==> config.mk <==
export PLATFORM = sky130hd
export DESIGN_NAME = esae_ctrl
export DESIGN_NICKNAME = d
export VERILOG_FILES = /design/src/hdl/assert_macros.svh /design/src/hdl/esae_pkg.sv /design/src/hdl/esae_ctrl.sv
export SDC_FILE = /design/constraint.sdc
export NUM_CORES = 1
export LEC_CHECK = 0
export BUFFER_PORTS_ARGS = -buffer_cell sky130_fd_sc_hd__buf_2
export CAP_MARGIN = 25
export CORE_AREA = 2 2 39 41
export CTS_BUF_LIST = sky130_fd_sc_hd__clkbuf_4
export CTS_CLUSTER_SIZE = 30
export DETAILED_ROUTE_END_ITERATION = 7
export DIE_AREA = 0 0 41 43
export PLACE_DENSITY = 0.61
export SLEW_MARGIN = 20
export SYNTH_ARGS = -nofsm -noshare
export SYNTH_HDL_FRONTEND = slang
export SYNTH_SLANG_ARGS = --single-unit
==> constraint.sdc <==
create_clock -name clk_i -period 2.8 [get_ports clk_i]
set_input_delay 0.14 -clock clk_i [delete_from_list [all_inputs] [get_ports clk_i]]
set_output_delay 0.14 -clock clk_i [all_outputs]
set_load 0.05 [all_outputs]
==> src/hdl/assert_macros.svh <==
// ----------------------------------------------------------------------------
// Assertion macros
// Shared concurrent assertion macros, clocked on clk_i and disabled in reset.
// ----------------------------------------------------------------------------
`ifndef ASSERT_MACROS_SVH
`define ASSERT_MACROS_SVH
`ifndef SYNTHESIS
`define ASSERT_IMP(lbl, ante, cons) \
  lbl: assert property (@(posedge clk_i) disable iff (!rst_ni) (ante) |-> (cons)) \
    else $error("assertion failed");
`define ASSERT_NXT(lbl, ante, cons) \
  lbl: assert property (@(posedge clk_i) disable iff (!rst_ni) (ante) |=> (cons)) \
    else $error("assertion failed");
`else
`define ASSERT_IMP(lbl, ante, cons)
`define ASSERT_NXT(lbl, ante, cons)
`endif
`endif

==> src/hdl/esae_pkg.sv <==
// ----------------------------------------------------------------------------
// esae_pkg
// Types and constants shared by the encoder speed and acceleration estimator.
// ----------------------------------------------------------------------------
`default_nettype none
package esae_pkg;

  localparam int CNT_W  = 32;
  localparam int NM_W   = 20;
  localparam int CFG_W  = 32;
  localparam int POS_W  = 52;
  localparam int SPD_W  = 56;
  localparam int ACC_W  = 63;
  localparam int TIME_W = 64;
  localparam int RIDX_W = 2;

  localparam logic [RIDX_W-1:0] REG_START_COUNT = 2'd0;
  localparam logic [RIDX_W-1:0] REG_NM_PER_COUNT = 2'd1;
  localparam logic [RIDX_W-1:0] REG_FRAME_TICKS = 2'd2;
  localparam logic [RIDX_W-1:0] REG_TICKS_PER_SEC = 2'd3;

  localparam logic OP_START  = 1'b0;
  localparam logic OP_SAMPLE = 1'b1;

  localparam logic [63:0] SPEED_MAX   = 64'h00FF_FFFF_FFFF_FFFF;
  localparam logic [63:0] ACC_POS_MAX = 64'h3FFF_FFFF_FFFF_FFFF;
  localparam logic [63:0] ACC_NEG_MAX = 64'h4000_0000_0000_0000;

  typedef enum logic [3:0] {
    CMD_IDLE,
    CMD_LATCH,
    CMD_LOAD,
    CMD_SWEEP,
    CMD_CALC,
    CMD_CALC2,
    CMD_SPD_GO,
    CMD_SPD_WAIT,
    CMD_ACC_GO,
    CMD_ACC_WAIT,
    CMD_STORE,
    CMD_RESULT
  } cmd_e;

  typedef struct packed {
    cmd_e cmd;
  } ctrl_t;

  typedef struct packed {
    logic is_start;
    logic sweep_last;
    logic zero_int;
    logic div_done;
    logic out_free;
  } stat_t;

  typedef struct packed {
    logic signed [POS_W-1:0] pos;
    logic [TIME_W-1:0]       stamp;
    logic [SPD_W-1:0]        speed;
  } snap_t;

endpackage
`default_nettype wire

==> src/hdl/esae_ctrl.sv <==
// ----------------------------------------------------------------------------
// esae_ctrl
// Controller: sequences the datapath through one start or sample word.
// ----------------------------------------------------------------------------
`default_nettype none
module esae_ctrl
  import esae_pkg::*;
(
  input  wire logic  clk_i,
  input  wire logic  rst_ni,
  input  wire logic  in_valid_i,
  output logic       in_stall_o,
  input  wire stat_t stat_i,
  output ctrl_t      ctrl_o
);

  typedef enum logic [3:0] {
    S_IDLE,
    S_LOAD,
    S_SWEEP,
    S_CALC,
    S_CALC2,
    S_SPD_GO,
    S_SPD_WAIT,
    S_ACC_GO,
    S_ACC_WAIT,
    S_STORE,
    S_DONE
  } state_e;

  state_e state_q;
  state_e state_d;

  always_comb begin
    state_d    = state_q;
    ctrl_o.cmd = CMD_IDLE;
    case (state_q)
      S_IDLE: begin
        if (in_valid_i) begin
          ctrl_o.cmd = CMD_LATCH;
          state_d    = S_LOAD;
        end
      end
      S_LOAD: begin
        ctrl_o.cmd = CMD_LOAD;
        state_d    = stat_i.is_start ? S_SWEEP : S_CALC;
      end
      S_SWEEP: begin
        ctrl_o.cmd = CMD_SWEEP;
        if (stat_i.sweep_last) begin
          state_d = S_DONE;
        end
      end
      S_CALC: begin
        ctrl_o.cmd = CMD_CALC;
        state_d    = S_CALC2;
      end
      S_CALC2: begin
        ctrl_o.cmd = CMD_CALC2;
        state_d    = S_SPD_GO;
      end
      S_SPD_GO: begin
        if (stat_i.zero_int) begin
          state_d = S_STORE;
        end else begin
          ctrl_o.cmd = CMD_SPD_GO;
          state_d    = S_SPD_WAIT;
        end
      end
      S_SPD_WAIT: begin
        ctrl_o.cmd = CMD_SPD_WAIT;
        if (stat_i.div_done) begin
          state_d = S_ACC_GO;
        end
      end
      S_ACC_GO: begin
        ctrl_o.cmd = CMD_ACC_GO;
        state_d    = S_ACC_WAIT;
      end
      S_ACC_WAIT: begin
        ctrl_o.cmd = CMD_ACC_WAIT;
        if (stat_i.div_done) begin
          state_d = S_STORE;
        end
      end
      S_STORE: begin
        ctrl_o.cmd = CMD_STORE;
        state_d    = S_DONE;
      end
      S_DONE: begin
        if (stat_i.out_free) begin
          ctrl_o.cmd = CMD_RESULT;
          state_d    = S_IDLE;
        end
      end
      default: state_d = S_IDLE;
    endcase
  end

  always_ff @(posedge clk_i or negedge rst_ni) begin
    if (!rst_ni) begin
      state_q <= S_IDLE;
    end else begin
      state_q <= state_d;
    end
  end

  assign in_stall_o = state_q != S_IDLE;

endmodule
`default_nettype wire

==> impl_metrics.json <==
{
  "status": "finished clean",
  "ys_seq_elements": 4,
  "arrival_ns": 1.59,
  "setup_viol": 0,
  "ff_latch_area_um2": 100.1,
  "hold_class": "input pin to async pin",
  "layout_commonest_cell": "buf_2",
  "largest_register": "state_q",
  "routed_wl_um": 846,
  "start_kind": "flip-flop",
  "via_per_inst": 5.051,
  "worstRegToRegCells": 3,
  "grt_pass1_wl_um": 1421,
  "cts_buffer_depth": 2,
  "cts_root_buffer": "clkbuf_4",
  "antenna_found_initial": 0,
  "grt_start_max_net_pins": 18,
  "dr.max_layer_used": "met4",
  "multi_input_area_um2": 249.0,
  "grt_pass1_vias": 350,
  "htree_levels": 1,
  "coreArea_um2": 1384,
  "cts_tree": "yes",
  "die_h_um": 43,
  "io_pins": 13,
  "fin_nets": 73,
  "clk_transition_reported_paths_ns": 0.04,
  "drv_slew": 0,
  "yosysSeqAreaShare_pct": 25.08,
  "worst-setup-path-type": "flip-flop to output pin",
  "globalRoute.totalOverflow": 0,
  "area_delta_synth_final_pct": 18.50,
  "ctsResizeCount": 0,
  "synth_ff_type": "dfrtp_1",
  "firstDrtPassIters": 4,
  "final_cell_mix": "buf_2 (12), nor2_1 (9), o21ai_1 (5)",
  "grt.total_usage_pct": 12.60,
  "wl_met1_um": 390,
  "max_freq_mhz": 579.3,
  "drt-wirelength-per-cell_um": 10.71,
  "finClkSkew_ns": 0.001761,
  "synthCells": 51,
  "drc": 0,
  "clk_latency_ns": 0.23,
  "ant_nets": 0,
  "drt_iter0_markers": 1,
  "fillerInstances": 159,
  "hold_violations": 0,
  "fin_crit_ns": 1.726,
  "tns_ns": 0,
  "synth_edf_count": 0,
  "start_util_pct": 28.84,
  "row_count": 14,
  "synth_area_leaders": "dfrtp_1 (25%), nor2_1 (8.5%), a21boi_0 (7.5%)",
  "drive_above_1_share_pct": 30.16,
  "gp_congestion": 0.7894,
  "port_buffers": 12,
  "wl_met2_um": 379,
  "synthArstFlopShare_pct": 100.0,
  "top_regs": "state_q: 4 flops",
  "largest_reg_flops": 4,
  "post_cts_buffers": 0,
  "yosysTopAreaCell": "dfrtp_1",
  "synthesis.area_um2": 399.1,
  "drv_cap": 0,
  "dieArea_um2": 1763,
  "maxSlewHeadroom_pct": 70.33,
  "diodes": 0,
  "syn_area_per_cell_um2": 7.826,
  "route.vias.total": 399,
  "end_kind": "output pin",
  "yosysWarnings": 0,
  "rsz0062_at_grt": "false",
  "synth_top_area_share_pct": 25.08,
  "post-dp-hpwl_um": 631.7,
  "tightest_slew_ns": 0.4450,
  "cts_sinks": 4,
  "period_share_pct": 61.65,
  "fp.dieW_um": 41,
  "cp.required_ns": 2.66,
  "cts_buffers": 3,
  "route.met3.wl_um": 42,
  "syn-num-nets": 59,
  "crit_fanout": 17,
  "yosysUniqueCellTypes": 27
}
final timing paths:
kind	slack (ns)	startpoint	to
max	1.07	state_q[1]	ctrl_o[1]
min reg2reg	0.60	state_q[3]	state_q[2]
max in group asynchronous	2.44	rst_ni	state_q[1]
min	0.24	rst_ni	state_q[2]
max reg2reg	1.44	state_q[0]	state_q[3]
min in group clk_i	0.25	stat_i[1]	state_q[3]
cell usage after synthesis, drive strengths merged, types with 2 or more instances:
library cell / n
inv: 3
dfrtp: 4
nor2: 9
buf: 4
a21boi: 4
nand2b: 3
o21ai: 6
a21oi: 2
nor3: 4
layout make-up:
| class | count | area share (%) |
|---|---|---|
| tap | 16 | 4.233 |
| sequential | 4 | 21.16 |
| inverter | 3 | 2.381 |
| timing repair buffer | 13 | 14.81 |
| multi-input combinational | 40 | 52.65 |
| clock buffer | 3 | 4.762 |
what timing repair did:
item,in CTS,in global routing
setup endpoints to repair,0,0
endpoints found under the hold margin,4,0
hold buffers,1,0
per-layer routing:
metal  GRT usage (%)  up-vias
met1           16.29      174
li1                -      210
met5               0        -
met3           4.712        4
met4           12.00        0
met2           15.00       11
worst max-delay path, cell delays in order (launching register included):
cell and delay (ns):
dfrtp_1 0.60, and2b_1 0.25, a21boi_0 0.10, o21ai_1 0.12, buf_2 0.28
cells by family after synthesis:
family | Yosys count | share of synthesized area, %
simple gates | 23 | 30.41
compound gates | 16 | 29.46
buf+inv | 7 | 12.54
flops | 4 | 25.08
mux | 1 | 2.508
through the flow:
stage | hold slack [ns] | instances | setup slack (ns) | util, % | cell area [µm²]
after floorplan | -0.1556 | 51 | 0.8401 | - | 399.1
after global routing | 0.2448 | 79 | 0.9671 | 34.18 | 473.0
after global placement | -0.05073 | 75 | 1.339 | 31.83 | 440.4
after CTS | 0.2454 | 79 | 1.078 | 34.18 | 473.0
after detailed placement | -0.05471 | 75 | 1.323 | 31.83 | 440.4
final | 0.2428 | 79 | 1.074 | 34.18 | 473.0
Power is not shown: default switching activity piles up to over one toggle a cycle in this logic, so the estimate is an artifact.
